[src/tas_pkg.sv]
// ----------------------------------------------------------------------------
// tas_pkg: thermal alarm sequencer shared types and constants
// Register map, reset values, phase codes and the structs passed between the
// configuration bank, the sequencer core and the top level.
// ----------------------------------------------------------------------------
`default_nettype none

package tas_pkg;

  localparam int unsigned CfgIdxW = 3;
  localparam int unsigned DataW   = 8;

  // Register indexes
  localparam logic [CfgIdxW-1:0] CFG_GREEN_BELOW   = 3'd0;
  localparam logic [CfgIdxW-1:0] CFG_YELLOW_BELOW  = 3'd1;
  localparam logic [CfgIdxW-1:0] CFG_RED_MAX       = 3'd2;
  localparam logic [CfgIdxW-1:0] CFG_TRIP_TICKS    = 3'd3;
  localparam logic [CfgIdxW-1:0] CFG_RELEASE_TICKS = 3'd4;
  localparam logic [CfgIdxW-1:0] CFG_SERVO_REST    = 3'd5;
  localparam logic [CfgIdxW-1:0] CFG_SERVO_TRIP    = 3'd6;

  // Register reset values
  localparam logic [DataW-1:0] RST_GREEN_BELOW   = 8'd20;
  localparam logic [DataW-1:0] RST_YELLOW_BELOW  = 8'd40;
  localparam logic [DataW-1:0] RST_RED_MAX       = 8'd50;
  localparam logic [DataW-1:0] RST_TRIP_TICKS    = 8'd7;
  localparam logic [DataW-1:0] RST_RELEASE_TICKS = 8'd13;
  localparam logic [DataW-1:0] RST_SERVO_REST    = 8'd124;
  localparam logic [DataW-1:0] RST_SERVO_TRIP    = 8'd187;

  // Link codes
  localparam logic [DataW-1:0] READY_CODE = 8'd1;
  localparam logic [DataW-1:0] STOP_CODE  = 8'd1;

  // Event kinds
  localparam logic CMD_BYTE = 1'b0;
  localparam logic CMD_TICK = 1'b1;

  // Lamp codes
  localparam logic [1:0] LAMP_NONE   = 2'd0;
  localparam logic [1:0] LAMP_GREEN  = 2'd1;
  localparam logic [1:0] LAMP_YELLOW = 2'd2;
  localparam logic [1:0] LAMP_RED    = 2'd3;

  typedef enum logic [2:0] {
    PH_WAIT_RDY   = 3'd0,
    PH_READ_TEMP  = 3'd1,
    PH_WAIT_STOP  = 3'd2,
    PH_READ_STOP  = 3'd3,
    PH_EMRG_WAIT  = 3'd4,
    PH_EMRG_TEMP  = 3'd5,
    PH_HOLD       = 3'd6
  } phase_e;

  typedef struct packed {
    logic [DataW-1:0] green_below;
    logic [DataW-1:0] yellow_below;
    logic [DataW-1:0] red_max;
    logic [DataW-1:0] trip_ticks;
    logic [DataW-1:0] release_ticks;
    logic [DataW-1:0] servo_rest;
    logic [DataW-1:0] servo_trip;
  } cfg_t;

  typedef struct packed {
    logic             send_ready;
    logic [1:0]       lamp;
    logic             motor_stop;
    logic             buzz_level;
    logic [DataW-1:0] servo_position;
    logic [2:0]       phase_now;
  } res_t;

endpackage

`default_nettype wire

[src/thermal_alarm_sequencer_top.sv]
// ----------------------------------------------------------------------------
// thermal_alarm_sequencer_top: thermal alarm sequencer
// Takes link bytes and one-second ticks, runs the ready handshake, lights the
// temperature lamp and drives buzzer, motor stop and servo through the
// emergency trip and hold sequence.
// ----------------------------------------------------------------------------
//
//   channel   direction   handshake              payload
//   -------   ---------   --------------------   ------------------------------
//   in        sink        in_valid_i/in_stall_o  in_cmd_i, in_rx_byte_i
//   out       source      out_valid_o/out_stall_i send_ready, lamp, motor_stop,
//                                                buzz_level, servo_position,
//                                                phase_now
//   cfg       sink        cfg_we_i               cfg_idx_i, cfg_wdata_i
//
// Every item produces exactly one result. It is captured in the input
// register, then passes through the sequencer logic into the result
// register, from which its result is offered. One item is accepted per
// cycle while in_stall_o is low. A stall holds the result register, then
// the input register; in_stall_o rises only once both hold an item. Reset
// clears the state and loads register defaults.
// ----------------------------------------------------------------------------
`default_nettype none

module thermal_alarm_sequencer_top #(
  parameter int unsigned TICK_BITS = 8
) (
  input  logic                         clk_i,
  input  logic                         rst_ni,
  // configuration write port
  input  logic                         cfg_we_i,
  input  logic [tas_pkg::CfgIdxW-1:0]  cfg_idx_i,
  input  logic [tas_pkg::DataW-1:0]    cfg_wdata_i,
  // event channel
  input  logic                         in_valid_i,
  output logic                         in_stall_o,
  input  logic                         in_cmd_i,
  input  logic [tas_pkg::DataW-1:0]    in_rx_byte_i,
  // result channel
  output logic                         out_valid_o,
  input  logic                         out_stall_i,
  output logic                         out_send_ready_o,
  output logic [1:0]                   out_lamp_o,
  output logic                         out_motor_stop_o,
  output logic                         out_buzz_level_o,
  output logic [tas_pkg::DataW-1:0]    out_servo_position_o,
  output logic [2:0]                   out_phase_now_o
);
  import tas_pkg::*;

  cfg_t             cfg;
  res_t             res, res_q;
  logic             s1_valid_q, out_valid_q;
  logic             s1_cmd_q;
  logic [DataW-1:0] s1_byte_q;
  logic             advance, load_s1, fire;

  tas_cfg_regs u_cfg (
    .clk_i       (clk_i),
    .rst_ni      (rst_ni),
    .cfg_we_i    (cfg_we_i),
    .cfg_idx_i   (cfg_idx_i),
    .cfg_wdata_i (cfg_wdata_i),
    .cfg_o       (cfg)
  );

  // Result register frees up when empty or when its item is taken
  assign advance    = !out_valid_q || !out_stall_i;
  assign fire       = s1_valid_q && advance;
  assign load_s1    = !s1_valid_q || advance;
  assign in_stall_o = !load_s1;

  tas_core #(
    .TICK_BITS (TICK_BITS)
  ) u_core (
    .clk_i     (clk_i),
    .rst_ni    (rst_ni),
    .cfg_i     (cfg),
    .fire_i    (fire),
    .ev_cmd_i  (s1_cmd_q),
    .ev_byte_i (s1_byte_q),
    .res_o     (res)
  );

  // Input register: control resets, payload does not
  always_ff @(posedge clk_i or negedge rst_ni) begin
    if (!rst_ni) begin
      s1_valid_q <= 1'b0;
    end else if (load_s1) begin
      s1_valid_q <= in_valid_i;
    end
  end

  always_ff @(posedge clk_i) begin
    if (load_s1 && in_valid_i) begin
      s1_cmd_q  <= in_cmd_i;
      s1_byte_q <= in_rx_byte_i;
    end
  end

  // Result register: hold while stalled, advance otherwise
  always_ff @(posedge clk_i or negedge rst_ni) begin
    if (!rst_ni) begin
      out_valid_q <= 1'b0;
    end else if (advance) begin
      out_valid_q <= s1_valid_q;
    end
  end

  always_ff @(posedge clk_i) begin
    if (fire) begin
      res_q <= res;
    end
  end

  assign out_valid_o          = out_valid_q;
  assign out_send_ready_o     = res_q.send_ready;
  assign out_lamp_o           = res_q.lamp;
  assign out_motor_stop_o     = res_q.motor_stop;
  assign out_buzz_level_o     = res_q.buzz_level;
  assign out_servo_position_o = res_q.servo_position;
  assign out_phase_now_o      = res_q.phase_now;

endmodule

`default_nettype wire

[src/tas_cfg_regs.sv]
// ----------------------------------------------------------------------------
// tas_cfg_regs: configuration register bank
// Seven 8-bit registers written through a plain write port; unknown indexes
// are dropped.
// ----------------------------------------------------------------------------
`default_nettype none

module tas_cfg_regs (
  input  logic                         clk_i,
  input  logic                         rst_ni,
  input  logic                         cfg_we_i,
  input  logic [tas_pkg::CfgIdxW-1:0]  cfg_idx_i,
  input  logic [tas_pkg::DataW-1:0]    cfg_wdata_i,
  output tas_pkg::cfg_t                cfg_o
);
  import tas_pkg::*;

  cfg_t cfg_q, cfg_d;

  always_comb begin
    cfg_d = cfg_q;
    if (cfg_we_i) begin
      unique case (cfg_idx_i)
        CFG_GREEN_BELOW:   cfg_d.green_below   = cfg_wdata_i;
        CFG_YELLOW_BELOW:  cfg_d.yellow_below  = cfg_wdata_i;
        CFG_RED_MAX:       cfg_d.red_max       = cfg_wdata_i;
        CFG_TRIP_TICKS:    cfg_d.trip_ticks    = cfg_wdata_i;
        CFG_RELEASE_TICKS: cfg_d.release_ticks = cfg_wdata_i;
        CFG_SERVO_REST:    cfg_d.servo_rest    = cfg_wdata_i;
        CFG_SERVO_TRIP:    cfg_d.servo_trip    = cfg_wdata_i;
        default:           cfg_d = cfg_q;
      endcase
    end
  end

  always_ff @(posedge clk_i or negedge rst_ni) begin
    if (!rst_ni) begin
      cfg_q.green_below   <= RST_GREEN_BELOW;
      cfg_q.yellow_below  <= RST_YELLOW_BELOW;
      cfg_q.red_max       <= RST_RED_MAX;
      cfg_q.trip_ticks    <= RST_TRIP_TICKS;
      cfg_q.release_ticks <= RST_RELEASE_TICKS;
      cfg_q.servo_rest    <= RST_SERVO_REST;
      cfg_q.servo_trip    <= RST_SERVO_TRIP;
    end else begin
      cfg_q <= cfg_d;
    end
  end

  assign cfg_o = cfg_q;

endmodule

`default_nettype wire

[src/tas_core.sv]
// ----------------------------------------------------------------------------
// tas_core: sequencer state and next-state logic
// Holds phase, tick count, lamp, buzzer and servo; computes the result of one
// event and commits the new state when the event fires.
// ----------------------------------------------------------------------------
`default_nettype none

module tas_core #(
  parameter int unsigned TICK_BITS = 8
) (
  input  logic                       clk_i,
  input  logic                       rst_ni,
  input  tas_pkg::cfg_t              cfg_i,
  input  logic                       fire_i,
  input  logic                       ev_cmd_i,
  input  logic [tas_pkg::DataW-1:0]  ev_byte_i,
  output tas_pkg::res_t              res_o
);
  import tas_pkg::*;

  localparam int unsigned CmpW = (TICK_BITS > DataW) ? TICK_BITS : DataW;
  localparam logic [TICK_BITS-1:0] TickMax = {TICK_BITS{1'b1}};

  phase_e               phase_q, phase_d;
  logic [TICK_BITS-1:0] cnt_q, cnt_d, cnt_inc;
  logic [1:0]           lamp_q, lamp_d;
  logic                 buzz_q, buzz_d;
  logic [DataW-1:0]     servo_q, servo_d;
  logic                 ready, stop;
  logic                 cnt_ge_trip, inc_ge_release;

  assign cnt_inc        = (cnt_q != TickMax) ? cnt_q + 1'b1 : cnt_q;
  assign cnt_ge_trip    = CmpW'(cnt_q) >= CmpW'(cfg_i.trip_ticks);
  assign inc_ge_release = CmpW'(cnt_inc) >= CmpW'(cfg_i.release_ticks);

  always_comb begin
    phase_d = phase_q;
    cnt_d   = cnt_q;
    lamp_d  = lamp_q;
    buzz_d  = buzz_q;
    servo_d = servo_q;
    ready   = 1'b0;
    stop    = 1'b0;
    if (ev_cmd_i == CMD_TICK) begin
      // Timer runs only in the emergency phases
      if (phase_q == PH_EMRG_WAIT || phase_q == PH_EMRG_TEMP || phase_q == PH_HOLD) begin
        cnt_d = cnt_inc;
        if (phase_q == PH_HOLD && inc_ge_release) begin
          cnt_d   = '0;
          buzz_d  = 1'b0;
          servo_d = cfg_i.servo_rest;
          phase_d = PH_WAIT_RDY;
        end
      end
    end else begin
      unique case (phase_q)
        PH_WAIT_RDY, PH_WAIT_STOP, PH_EMRG_WAIT: begin
          if (ev_byte_i == READY_CODE) begin
            ready   = 1'b1;
            phase_d = phase_e'(phase_q + 3'd1);
          end
        end
        PH_READ_TEMP: begin
          if (ev_byte_i < cfg_i.green_below) begin
            lamp_d  = LAMP_GREEN;
            phase_d = PH_WAIT_RDY;
          end else if (ev_byte_i < cfg_i.yellow_below) begin
            lamp_d  = LAMP_YELLOW;
            phase_d = PH_WAIT_RDY;
          end else if (ev_byte_i <= cfg_i.red_max) begin
            lamp_d  = LAMP_RED;
            phase_d = PH_WAIT_STOP;
          end else begin
            lamp_d  = LAMP_RED;
            buzz_d  = 1'b1;
            cnt_d   = '0;
            phase_d = PH_EMRG_WAIT;
          end
        end
        PH_READ_STOP: begin
          stop    = (ev_byte_i == STOP_CODE);
          phase_d = PH_WAIT_RDY;
        end
        PH_EMRG_TEMP: begin
          if (cnt_ge_trip) begin
            stop    = 1'b1;
            servo_d = cfg_i.servo_trip;
            phase_d = PH_HOLD;
            // Release at once when the count already reached the release value
            if (CmpW'(cnt_q) >= CmpW'(cfg_i.release_ticks)) begin
              cnt_d   = '0;
              buzz_d  = 1'b0;
              servo_d = cfg_i.servo_rest;
              phase_d = PH_WAIT_RDY;
            end
          end else if (ev_byte_i > cfg_i.red_max) begin
            phase_d = PH_EMRG_WAIT;
          end else begin
            cnt_d   = '0;
            buzz_d  = 1'b0;
            servo_d = cfg_i.servo_rest;
            phase_d = PH_WAIT_RDY;
          end
        end
        PH_HOLD: phase_d = phase_q;
        default: phase_d = PH_WAIT_RDY;
      endcase
    end
  end

  always_ff @(posedge clk_i or negedge rst_ni) begin
    if (!rst_ni) begin
      phase_q <= PH_WAIT_RDY;
      cnt_q   <= '0;
      lamp_q  <= LAMP_NONE;
      buzz_q  <= 1'b0;
      servo_q <= RST_SERVO_REST;
    end else if (fire_i) begin
      phase_q <= phase_d;
      cnt_q   <= cnt_d;
      lamp_q  <= lamp_d;
      buzz_q  <= buzz_d;
      servo_q <= servo_d;
    end
  end

  assign res_o.send_ready     = ready;
  assign res_o.lamp           = lamp_d;
  assign res_o.motor_stop     = stop;
  assign res_o.buzz_level     = buzz_d;
  assign res_o.servo_position = servo_d;
  assign res_o.phase_now      = phase_d;

endmodule

`default_nettype wire

[config.mk]
export PLATFORM = sky130hd
export DESIGN_NAME = thermal_alarm_sequencer_top
export DESIGN_NICKNAME = d
export VERILOG_FILES = /design/src/tas_pkg.sv /design/src/thermal_alarm_sequencer_top.sv /design/src/tas_cfg_regs.sv /design/src/tas_core.sv
export SDC_FILE = /design/constraint.sdc
export NUM_CORES = 1
export LEC_CHECK = 0
export BUFFER_PORTS_ARGS = -buffer_cell sky130_fd_sc_hd__buf_4
export CORE_AREA = 2 2 189 98
export DETAILED_ROUTE_END_ITERATION = 16
export DIE_AREA = 0 0 191 100
export GPL_TIMING_DRIVEN = 0
export PLACE_DENSITY_LB_ADDON = 0.2
export SYNTH_ARGS = -nofsm -noshare
export SYNTH_HDL_FRONTEND = slang
export SYNTH_HIERARCHICAL = 1
export SYNTH_SLANG_ARGS = --single-unit
[constraint.sdc]
create_clock -name clk_i -period 3.7 [get_ports clk_i]
set_input_delay 0.74 -clock clk_i [delete_from_list [all_inputs] [get_ports clk_i]]
set_output_delay 0.74 -clock clk_i [all_outputs]
set_load 0.03 [all_outputs]
# == Word-level counts from Yosys, hierarchy flattened ==
# Cells that the tools add are included.
# op_classes
n_addsub,2
mul,0
div,0
magnitude_cmp,7
n_eq_ne,20
shifts,0
muxes,46
bitwise,1
reduce_logical,24
# ops
op,n
8-bit 2-to-1 mux,17
3-bit 2-to-1 mux,10
8-bit >= comparator,3
"3-bit == test, second input constant",6
8-bit less-than comparator,2
8-bit case mux with 2 select lines,1
2-bit AND reduction,7
"3-bit by 2-bit == test with 1-bit output, second input constant",4
1-bit 2-to-1 mux,12
3-bit case mux with 4 select lines,1
"3-bit inequality test, second input constant",3
"8-bit by 1-bit adder with 8-bit output, second input constant",1
"8-bit by 1-bit == test with 1-bit output, second input constant",1
8-bit > comparator,1
8-bit <= comparator,1
"8-bit inequality test, second input constant",1
8-bit AND reduction,1
"3-bit by 1-bit == test with 1-bit output, second input constant",2
3-bit zero test,2
2-bit 2-to-1 mux,3
1-bit zero test,4
1-bit logical OR,4
"4-bit by 3-bit inequality test with 1-bit output, second input constant",1
"4-bit inequality test, second input constant",1
other kinds (8),11
# word_totals
reg_bits,105
latch_bits,0
mem_bits_rw,0
romBits,0
output_inout_bits,18
elab_cells,122
memories,0

# == Logic depth before layout (Yosys ltp) ==
# Gate-level depths: netlist of run 1.
# logic_depth
word_depth,7
ltp_mapped,15
mapped_depth_nobuf,13

# == By module ==
# Netlist of run 1, hierarchy kept.
# by_module_without_submodules
mod,n_inst,cells_each,area_each_um2,seq_area_each_um2
tas_core,1,374,3015.4,556.8
tas_cfg_regs,1,126,2177.1,1431.4
thermal_alarm_sequencer_top,1,33,843.3,800.8

# == Worst setup path after synthesis of run 1 ==
# No wires, ideal clock.
# synth_timing
path_type,input to register
from,input out_stall_i
to,register u_core.servo_q[0]
arrival_time_ps,3433
required_ps,3577
slack_ps,145
path_stages,8
path_buffers,2
path_cell_list,a21boi_0 clkbuf_1 clkinv_1 a311o_1 clkbuf_1 o22ai_1 nand2_1 o221a_2
# synth_via
elab_chain_cells,3
# synth_lines
element,line_no,rtl
from (decl),thermal_alarm_sequencer_top.sv:41,"input logic out_stall_i,"
1-bit zero test,thermal_alarm_sequencer_top.sv:68,assign advance = !out_valid_q || !out_stall_i;
1-bit logical OR,thermal_alarm_sequencer_top.sv:68,
1-bit logical AND,thermal_alarm_sequencer_top.sv:69,assign fire = s1_valid_q && advance;
to (signal assigned),tas_core.sv:123,servo_q <= servo_d;
to (decl),tas_core.sv:28,"logic [DataW-1:0] servo_q, servo_d;"
# Every way passes these cells.
# A chain may end at the register's enable or synchronous reset.

==> metrics.md, run 1 <==
| Metric | Value |
|---|---|
| Crit. End Element | flip-flop |
| Tmin final | 3.53 ns |
| Outcome | finished clean |
| Area of the core | approximately 18000 sq um |
| Yosys reg bits | 105 |
| Syn_nets | 610 |
| Vias post-DR | 4335 |
| Hold WC Path Type | reg -> reg |
| GRT overflow | 0 |
| Commonest non-fill, non-tap cell in the layout | mux2_2 |
| Overall Global Routing Usage | 16.8% |
| Final GP Congestion | 0.817 |
| DR DRC count | 0 |
| Ys async rst share | 76.2% |
| Endpoints failing setup | 0 |
| Maximum vdd drop | 0.245 mV |
| P_leak | roughly 0.0031 uW |
| Worst slew pin tran | 1.06 ns |
| Post-synth EDFFs | 25 |
| Synth Warn # | 6 |
| CTS Hold Buffers Added | 0 |
| Setup TNS | 0 ns |
| Unique masters post-synth | between 60 and 70 |
| Critical-path maximum fanout | 10 |
| 1st-iter DRT viols | 349 |
| Unrepaired setup endpoints after global routing | no |
| Crit path DAT | 3.63 ns |
| Die Footprint | 19100 sq um |
| Share of cells above drive strength 1 | 32.5% |
| # nets final | 659 |
| Final cycle utilization of the critical path | 95.5% |
| Finished Layout Cells | 827 |
| First-pass DRT Iterations | 4 |
| CTS max path bufs | 2 |
| Die W | ~190 um |
| Post-Syn Area | 6040 sq um |
| Max Freq | about 280 MHz |
| Pin count of the biggest net entering global routing | 81 |
| I/O pin total | 43 |
| CP required | 3.79 ns |
| Initial Util | 34.0% |
| Ant. Diodes | 0 |
| DRT met1 WL | 8650 um |
| Seq/Total Area, Yosys | a little under half |
| Clock skew | around 0.0093 ns |
| Number of max-cap violations | 0 |
| Commonest non-fill, non-tap cells in the layout | 60 x mux2_2, 52 x ha_1, 50 x dfrtp_1, 43 x inv_1, 42 x buf_4 |
| Clk_lat worst skew | 0.36 ns |
| Met2 Wirelength | between 5000 and 6000 um |
| Most used flip-flop cell after synthesis | dfrtp_1 |
| Critical path class | reg -> reg |
| Placed Instances | 811 |
| Worst rel slew slack | 29.1% |
| DR top layer | met4 |
| Rows | 35 |
| Root buffer cell | clkbuf_16 |
| Total power | 3600 uW |
| Wire length on met3 | approximately 730 um |
| Vias/cell | 5.24 |
| Pins over their slew limit | 0 |
| H-tree depth | 3 |
| CTS tree | built |
| Clock buffer count from CTS | 9 |
| Post-route cell area | 6970 sq um |
| Mapped Avg Cell Area | 11.3 sq um |
| Sink Count | about 110 |
| Post-route ant nets | 0 |
| IO buf count | 38 |
| Die Span Y | roughly 100 um |
| First-pass GRT wire length | 24100 um |
| Clock slew at reported path FFs | 0.07 ns |
| Drt wl/cell | 18.5 um |
| Cell Area, Placed | 6630 sq um |
| Hold Vio Cnt, Final | 0 |
| P per Cell Area | 517 nW/um^2 |
| DPL Wire Length | approximately 11000 um |
| Initial antenna violation count | 0 |
| Vias in the first global route | 4238 |
| Worst setup SP type | flip-flop |
| Cells after Synth | 533 |
| Layout area overhead | 15.5% |
| Final Routed Wirelength | 15300 um |
-- kinds of logic (layout without fill, tap and decap cells) --
family | count (synthesis) | in the layout | synth area share (%)
AOI/OAI and AO/OA | 112 | 112 | 13.8
muxes | 67 | 67 | 12.4
buffers and inverters | 65 | 119 | 4.58
and+or+nand+nor | 130 | 130 | 12.0
xor gates and xnor gates | 2 | 2 | 0.290
adders and majority gates | 52 | 52 | 10.8
DFF | 105 | 105 | 46.2
-- critical path, stage by stage, from the launching register on --
cell      delay, ns
dfrtp_1        0.48
and3_1         0.24
and3_1         0.23
a21oi_2        0.19
and3_1         0.20
nand2b_1       0.13
nand2_1        0.09
ha_1           0.32
a21o_1         0.23
a211oi_4       0.29
a31o_4         0.26
buf_6          0.19
mux2i_1        0.19
nand2_1        0.07
o211a_1        0.16
-- power breakdown --
group / total (uW) / internal [uW] / switching [uW]
combinational: 1010 / 459 / 549
clock: 969 / 541 / 428
sequential: 1620 / 1460 / 161
-- sequential cells by signal (all words and copies together), names as in the netlist, 2 cells and up --
name                  count
out_lamp_o                2
out_phase_now_o           3
out_servo_position_o      8
s1_byte_q                 8
u_cfg/cfg_o              56
u_core/cnt_q              8
u_core/lamp_q             2
u_core/phase_q            3
u_core/servo_q            8
-- cell usage after synthesis, types with 2 or more instances --
cell type / number / area share, %
nand4b_1: 3 / 0.44
ha_1: 52 / 11
o221a_2: 9 / 1.7
mux2_2: 60 / 11
a21o_1: 7 / 0.87
nor3_1: 11 / 0.91
and3_1: 4 / 0.41
a21o_2: 3 / 0.44
nor2_1: 29 / 1.8
a22o_1: 2 / 0.29
a211oi_1: 4 / 0.50
a211o_1: 2 / 0.29
buf_2: 9 / 0.75
o211a_1: 7 / 1.2
o31ai_1: 5 / 0.62
dfstp_2: 29 / 13
a31oi_1: 5 / 0.52
and2_1: 5 / 0.52
a21oi_1: 24 / 2.0
nor2b_1: 7 / 0.73
nand4_1: 4 / 0.41
nor4b_4: 2 / 0.79
nor3b_1: 2 / 0.25
o21ai_0: 16 / 1.3
clkbuf_1: 7 / 0.44
a32o_1: 5 / 0.83
o311a_1: 2 / 0.33
nand2b_1: 9 / 0.93
clkinv_1: 2 / 0.12
nor4bb_1: 3 / 0.50
dfrtp_1: 51 / 21
mux2i_1: 7 / 1.2
or3_1: 2 / 0.21
o22ai_1: 9 / 0.93
buf_4: 3 / 0.37
nand3_1: 8 / 0.66
inv_1: 43 / 2.7
nand2_1: 32 / 2.0
edfxtp_1: 25 / 12
-- final timing paths --
check | depth (start not counted) | slack (ns) | from | end
max | 14 | 0.17 | u_core/cnt_q[5]$_DFFE_PN0P_ | out_servo_position_o[4]$_DFFE_PP_
min | 1 | 0.51 | u_cfg/cfg_o[29]$_DFFE_PN0P_ | u_cfg/cfg_o[29]$_DFFE_PN0P_
max reg2reg | 14 | 0.17 | u_core/cnt_q[5]$_DFFE_PN0P_ | out_servo_position_o[4]$_DFFE_PP_
min reg2reg | 1 | 0.51 | u_cfg/cfg_o[29]$_DFFE_PN0P_ | u_cfg/cfg_o[29]$_DFFE_PN0P_
max in group asynchronous | 1 | 2.38 | rst_ni | u_core/cnt_q[3]$_DFFE_PN0P_
min in group asynchronous | 1 | 0.57 | rst_ni | u_cfg/cfg_o[53]$_DFFE_PN0P_
-- per-stage QoR --
| step | worst slack [ns] | util (%) | hold WS, ns |
|---|---|---|---|
| after floorplan | 0.145 | - | 0.444 |
| after global placement | -0.925 | 37.3 | 0.476 |
| after detailed placement | -0.324 | 37.4 | 0.497 |
| after CTS | 0.00525 | 39.2 | 0.512 |
| after global routing | 0.00448 | 39.3 | 0.529 |
| final | 0.166 | 39.3 | 0.510 |
-- layout make-up --
cell class	count	area, sq um
Fill cell	1716	10800
Multi-Input combinational cell	363	3010
Sequential cell	105	2790
Tap cell	240	300
Timing Repair Buffer	39	293
Clock buffer	12	246
Inverter	45	169
Buffer	19	114
Clock inverter	4	45.0
-- layer usage --
| layer | GRT usage [%] | up-vias |
|---|---|---|
| met3 | 4.23 | 12 |
| met5 | 0 | - |
| met4 | 3.10 | 0 |
| met1 | 27.3 | 2173 |
| met2 | 22.0 | 103 |
| li1 | - | 2047 |
-- what timing repair did --
item / CTS / global route
cloned: 0 / 0
setup buffers: 0 / 1
resized for setup: 6 / 6
pin swaps: 0 / 1
endpoints found under the setup margin: 20 / 18
Power figures use the tool's default switching activity.
==> run 2: changes to the inputs <==
--- a/config.mk
+++ b/config.mk
@@ -6,9 +6,9 @@
 export NUM_CORES = 1
 export LEC_CHECK = 0
 export BUFFER_PORTS_ARGS = -buffer_cell sky130_fd_sc_hd__buf_4
-export CORE_AREA = 2 2 189 98
+export CORE_AREA = 2 2 153 80
 export DETAILED_ROUTE_END_ITERATION = 16
-export DIE_AREA = 0 0 191 100
+export DIE_AREA = 0 0 155 82
 export GPL_TIMING_DRIVEN = 0
 export PLACE_DENSITY_LB_ADDON = 0.2
 export SYNTH_ARGS = -nofsm -noshare
==> run 2 against run 1 <==
Against the previous run:
- combinational power about the same
- hold slack got worse by 0.0014 ns
- design area decreased by 1.9%
- register-to-register slack about the same
- critical path type unchanged
- largest cell class unchanged
==> metrics.md, run 2 (synthesis gave the netlist of run 1 again) <==
| Metric | Value |
|---|---|
| Worst setup SP type | flip-flop |
| Vias in the first global route | 4142 (-2.3%) |
| Finished Layout Cells | 738 (-11%) |
| # nets final | 660 (+0.15%) |
| Tmin final | 3.54 ns (+0.000925 ns) |
| Vias post-DR | 4390 (+1.3%) |
| Drt wl/cell | 19.9 um (+7.3%) |
| Max Freq | 283 MHz (about the same) |
| DPL Wire Length | 10900 um (-4.1%) |
| CTS tree | built |
| P_leak | 0.00313 uW (-0.32%) |
| Die Footprint | 12700 sq um (-33%) |
| 1st-iter DRT viols | 348 (-0.29%) |
| Gates resized, CTS repair | 2 (-4) |
| Commonest non-fill, non-tap cell in the layout | mux2_2 |
| First-pass GRT wire length | 23000 um (-4.6%) |
| Clock buffer count from CTS | 9 (unchanged) |
| Commonest non-fill, non-tap cells in the layout | 60 x mux2_2, 52 x ha_1, 49 x dfrtp_1, 43 x inv_1, 43 x buf_4 |
| Hold Vio Cnt, Final | 0 (unchanged) |
| Total power | 3590 uW (-0.27%) |
| Pins over their slew limit | 0 (unchanged) |
| Number of max-cap violations | 0 (unchanged) |
| Fill count | 921 (-46%) |
| Worst Setup SP | u_core/cnt_q[5]$_DFFE_PN0P_ |
| Post-CTS Setup Repair Bufs | 0 (unchanged) |
| CP endpoint | out_servo_position_o[3]$_DFFE_PP_ |
| Critical path class | reg -> reg |
| Initial Util | 52.7% (+19 points) |
| Crit. End Element | flip-flop |
| IO buf count | 38 (unchanged) |
| Endpoints failing setup | 0 (unchanged) |
| Clock slew at reported path FFs | 0.07 ns (about the same) |
| Clock skew | 0.00744 ns (-0.00188 ns) |
| CP required | 3.79 ns (about the same) |
| R2R Path End | out_servo_position_o[3]$_DFFE_PP_ |
| Area of the core | 11500 sq um (-35%) |
| Maximum vdd drop | 0.258 mV (+5.2%) |
| Critical-path maximum fanout | 10 (unchanged) |
| Share of cells above drive strength 1 | 32.1% (-0.40 points) |
| CTS Hold Buffers Added | 0 (unchanged) |
| Reg2Reg Depth | 14 (unchanged) |
| H-tree depth | 3 (unchanged) |
| Placed Instances | 722 (-11%) |
| Hold Path Depth | 1 (unchanged) |
| CTS max path bufs | 2 (unchanged) |
| Pin count of the biggest net entering global routing | 81 (unchanged) |
| DR DRC count | 0 (unchanged) |
| Ant. Diodes | 0 (unchanged) |
| P per Cell Area | 525 nW/um^2 (+1.6%) |
| Root buffer cell | clkbuf_16 |
| I/O pin total | 43 (unchanged) |
| Hold WC Path Type | reg -> reg |
| Crit path DAT | 3.62 ns (about the same) |
| R2R setup slack | 0.16 ns (about the same) |
| Final GP Congestion | 0.889 (+8.9%) |
| Die W | 155 um (-19%) |
| Overall Global Routing Usage | 24.3% (+7.4 points) |
| Initial antenna violation count | 0 (unchanged) |
| Final cycle utilization of the critical path | 95.5% (about the same) |
| Outcome | finished clean |
| RR Startpoint | u_core/cnt_q[5]$_DFFE_PN0P_ |
| First-pass DRT Iterations | 6 (+2) |
| GRT overflow | 0 (unchanged) |
| Vias/cell | 5.95 (+13%) |
| Max FFs per register | 56 (unchanged) |
| Sink Count | 105 (unchanged) |
| Rows | 28 (-20%) |
| Layout area overhead | 13.3% |
| Final Routed Wirelength | 14700 um (-4.3%) |
| Post-route ant nets | 0 (unchanged) |
| Die Span Y | 82 um (-18%) |
| Clk_lat worst skew | 0.35 ns (about the same) |
| Worst slew pin tran | 1.02 ns (-0.0438 ns) |
| Worst rel slew slack | 32.0% (+2.9 points) |
-- run 2: worst min-delay path by stage --
stage                                           start                           to  slack (ns)
after global routing      u_cfg/cfg_o[46]$_DFFE_PN0P_  u_cfg/cfg_o[46]$_DFFE_PN0P_        0.53
after floorplan                                rst_ni      out_valid_o$_DFFE_PN0P_        0.44
after global placement         s1_valid_q$_DFFE_PN0P_      out_valid_o$_DFFE_PN0P_        0.48
after CTS                 u_cfg/cfg_o[23]$_DFFE_PN0P_  u_cfg/cfg_o[23]$_DFFE_PN0P_        0.51
final                     u_cfg/cfg_o[23]$_DFFE_PN0P_  u_cfg/cfg_o[23]$_DFFE_PN0P_        0.51
after detailed placement  u_cfg/cfg_o[23]$_DFFE_PN0P_  u_cfg/cfg_o[23]$_DFFE_PN0P_        0.50
-- run 2: final cells by class --
cell class | count | area [sq um] | share of cell area [%]
clock buffers | 12 | 258 | 3.77
multi-input cells | 363 | 2990 | 43.8
plain buffers | 20 | 114 | 1.66
well taps | 150 | 188 | 2.74
clock inverters | 4 | 33.8 | 0.494
repair buffers | 39 | 293 | 4.28
flip-flops and latches | 105 | 2790 | 40.8
inverters | 45 | 169 | 2.47
-- run 2: where the power goes --
part,internal [uW],total [uW],switching [uW]
sequential,1460,1640,175
combinational,461,1020,559
clock,505,933,428
total,2430,3590,1160
-- run 2: layer usage --
| layer | share of wire [%] | global-route usage [%] | vias up | wire length (um) |
|---|---|---|---|---|
| met5 | 0 | 0 | - | 0 |
| met4 | 0.91 | 4.81 | 0 | 133 |
| met3 | 6.6 | 5.59 | 15 | 973 |
| met2 | 41 | 35.6 | 156 | 6080 |
| met1 | 51 | 36.7 | 2170 | 7480 |
| li1 | - | - | 2049 | - |
-- run 2: per-stage QoR --
step                      cell area [sq um]  setup slack [ns]  util (%)  hold slack (ns)  TNS (ns)
after floorplan                        6040             0.145         -            0.444         0
after detailed placement               6520            -0.116      56.9            0.497    -0.222
after global routing                   6840           -0.0167      59.7            0.527   -0.0207
after global placement                 6510            -0.745      56.8            0.478     -6.78
after CTS                              6810            0.0302      59.5            0.513         0
final                                  6840             0.165      59.7            0.508         0
-- run 2: critical path, stage by stage, from the launching register on --
cell and delay, ns:
dfrtp_1 0.48, and3_1 0.25, and3_1 0.23, a21oi_2 0.21, and3_1 0.19, nand2b_1 0.12, nand2_1 0.06, ha_1 0.31
a21o_1 0.20, a211oi_2 0.34, a31o_4 0.25, buf_4 0.20, mux2i_1 0.21, nand2_1 0.07, o211a_1 0.16
==> run 3: changes to the inputs <==
--- a/config.mk
+++ b/config.mk
@@ -11,6 +11,8 @@
 export DIE_AREA = 0 0 155 82
 export GPL_TIMING_DRIVEN = 0
 export PLACE_DENSITY_LB_ADDON = 0.2
+export RECOVER_POWER = 25
+export SETUP_SLACK_MARGIN = 0.05
 export SYNTH_ARGS = -nofsm -noshare
 export SYNTH_HDL_FRONTEND = slang
 export SYNTH_HIERARCHICAL = 1
==> run 3 against run 2 <==
Against the previous run:
- the flow now finishes with violations (capacitance limit, slew limit)
- die area did not move
- fmax rose by 1.1%
- core utilization up 0.055 points
- flip-flop and latch count unchanged
- setup slack better by 0.038 ns
- hold slack got worse by 0.0085 ns
- largest power group unchanged
- critical endpoint is now u_core/servo_q[0]$_DFFE_PN0P_
==> metrics.md, run 3 (synthesis gave the netlist of run 1 again) <==
| Metric | Value |
|---|---|
| Hold endpoint | out_valid_o$_DFFE_PN0P_ |
| Outcome | finished, violations left |
| Clock skew | 0.00773 ns (+0.000288 ns) |
| Critical path class | reg -> reg |
| Min-delay src | s1_valid_q$_DFFE_PN0P_ |
| Slowest-stage cell, CP | dfrtp_2 |
| # nets final | 660 (unchanged) |
| DPL Wire Length | 10900 um (unchanged) |
| Min Hold Slack | 0.500 ns (-0.00852 ns) |
| I/O pin total | 43 (unchanged) |
| Tmin final | 3.50 ns (-0.0382 ns) |
| Crit path DAT | 3.73 ns (+0.11 ns) |
| RR Startpoint | u_core/cnt_q[4]$_DFFE_PN0P_ |
| Die Footprint | 12700 sq um (unchanged) |
| P_leak | 0.00313 uW (-0.17%) |
| Endpoints failing setup | 0 (unchanged) |
| Ant. Diodes | 0 (unchanged) |
| R2R setup slack | 0.20 ns (+0.04 ns) |
| Initial antenna violation count | 0 (unchanged) |
| Most Frequent Cell on Critical Path | and3_1 |
| Worst slew pin tran | 1.98 ns (+0.956 ns) |
| Max FFs per register | 56 (unchanged) |
| Vias in the first global route | 4142 (unchanged) |
| Number of max-cap violations | 1 (+1) |
| CP cell instances | and3_1, and3_1, a21oi_2, and3_1, nand2b_1, nand2_1, ha_1, nand3_1, or3_1, a311o_1, clkbuf_1, o22ai_1, nand2_1, o221a_2 |
| Failing checks | capacitance limit, slew limit |
| First-pass DRT Iterations | 5 (-1) |
| Sink Count | 105 (unchanged) |
| Share of cells above drive strength 1 | 32.0% (-0.17 points) |
| Root buffer cell | clkbuf_16 |
| 1st-iter DRT viols | 342 (-1.7%) |
| Worst rel slew slack | -31.8% (-64 points) |
| Area of the core | 11500 sq um (unchanged) |
| Die W | 155 um (unchanged) |
| Final cycle utilization of the critical path | 94.5% (-1.0 points) |
| DR DRC count | 0 (unchanged) |
| P per Cell Area | 525 nW/um^2 (about the same) |
| CTS tree | built |
| Crit. End Element | flip-flop |
| Vias/cell | 5.99 (+0.73%) |
| CTS Hold Buffers Added | 0 (unchanged) |
| IO buf count | 38 (unchanged) |
| Overall Global Routing Usage | 24.3% (unchanged) |
| Clk_lat worst skew | 0.35 ns (about the same) |
| Max Freq | 286 MHz (+1.1%) |
| Post-route ant nets | 0 (unchanged) |
| Unrepaired setup endpoints after global routing | no |
| Cell Area, Placed | 6520 sq um (unchanged) |
| Post-CTS Setup Repair Bufs | 0 (unchanged) |
| Final Routed Wirelength | 14700 um (+0.17%) |
| Vias post-DR | 4422 (+0.73%) |
| Layout area overhead | 13.4% (about the same) |
| Post-route cell area | 6850 sq um (about the same) |
| Rows | 28 (unchanged) |
| Reg2Reg Depth | 14 (unchanged) |
| Worst setup SP type | flip-flop |
| H-tree depth | 3 (unchanged) |
| Critical-path maximum fanout | 8 (-2) |
| Hold Vio Cnt, Final | 0 (unchanged) |
| Die Span Y | 82 um (unchanged) |
| GRT overflow | 0 (unchanged) |
| Pins over their slew limit | 81 (+81) |
| R2R Path End | u_core/servo_q[0]$_DFFE_PN0P_ |
| Clock slew at reported path FFs | 0.07 ns (about the same) |
| Clock buffer count from CTS | 9 (unchanged) |
| Pin count of the biggest net entering global routing | 81 (unchanged) |
| Worst path max stage delay | 0.48 ns (about the same) |
| Sequential cell area | 2790 sq um (about the same) |
| Hold WC Path Type | reg -> reg |
| Hold Path Depth | 1 (unchanged) |
| Maximum vdd drop | 0.260 mV (+0.57%) |
| Final GP Congestion | 0.889 (unchanged) |
| CTS max path bufs | 2 (unchanged) |
| Area of the multi-input gates | 3010 sq um (+0.38%) |
| Drt wl/cell | 19.9 um (+0.17%) |
| CP required | 3.94 ns (+0.15 ns) |
| Initial Util | 52.7% (unchanged) |
| Commonest non-fill, non-tap cell in the layout | mux2_2 |
| Commonest non-fill, non-tap cells in the layout | 60 x mux2_2, 52 x ha_1, 48 x dfrtp_1, 43 x inv_1 |
| First-pass GRT wire length | 23000 um (unchanged) |
| Fill count | 921 (unchanged) |
## run 3: worst max-delay path: cells and delay by family, from the launching register on
family	cells	cell delay, ns
AND/OR/NAND/NOR	8	1.43
AO/OA/AOI/OAI	4	0.94
flip-flops	1	0.48
adder cells (fa/ha/maj)	1	0.30
buffers and inverters	1	0.23
## run 3: metal layers
layer / part of all wire [%] / global-route usage [%] / vias to the layer above
li1: - / - / 2051
met1: 51 / 36.7 / 2185
met2: 42 / 35.6 / 161
met3: 6.4 / 5.59 / 25
met4: 1.2 / 4.81 / 0
met5: 0 / 0 / -
## run 3: timing repair
item / 4_1_cts / 5_1_grt
gates cloned: 0 / 0
pin swaps: 0 / 1
endpoints found under the setup margin: 8 / 25
gates resized for setup: 2 / 11
## run 3: worst max path at each step
stage	from	slack [ns]	depth (start not counted)	endpoint
6_report	u_core/cnt_q[4]$_DFFE_PN0P_	0.20	14	u_core/servo_q[0]$_DFFE_PN0P_
5_1_grt	u_core/cnt_q[4]$_DFFE_PN0P_	0.03	14	out_servo_position_o[3]$_DFFE_PP_
4_1_cts	u_core/cnt_q[4]$_DFFE_PN0P_	0.03	15	out_buzz_level_o$_DFFE_PP_
3_5_place_dp	u_core/cnt_q[4]$_DFFE_PN0P_	-0.12	15	out_buzz_level_o$_DFFE_PP_
3_3_place_gp	out_stall_i	-0.74	9	u_core/servo_q[0]$_DFFE_PN0P_
2_1_floorplan	out_stall_i	0.14	8	u_core/servo_q[0]$_DFFE_PN0P_
## run 3: where the power goes
group | switching, uW | internal, uW | total, uW | leakage [uW]
clock network | 432 | 506 | 938 | 0.000144
logic | 560 | 459 | 1020 | 0.00181
registers | 174 | 1460 | 1640 | 0.00117
## run 3: metrics by stage
stage	power (uW)	util, %	std cells	setup TNS (ns)	worst slack [ns]
after floorplan	2330	-	533	0	0.145
after global placement	2580	56.8	721	-6.78	-0.745
after detailed placement	2650	56.9	722	-0.222	-0.116
after CTS	3590	59.5	738	0	0.0302
after global routing	3790	59.8	738	0	0.0334
final	3590	59.8	738	0	0.203
## run 3: layout make-up
cell class | instances | area share [%]
clock buffers | 12 | 3.76
inverters | 45 | 2.47
multi-input cells | 363 | 43.9
clock inverters | 4 | 0.493
well taps | 150 | 2.74
flip-flops and latches | 105 | 40.8
plain buffers | 20 | 1.66
repair buffers | 39 | 4.18
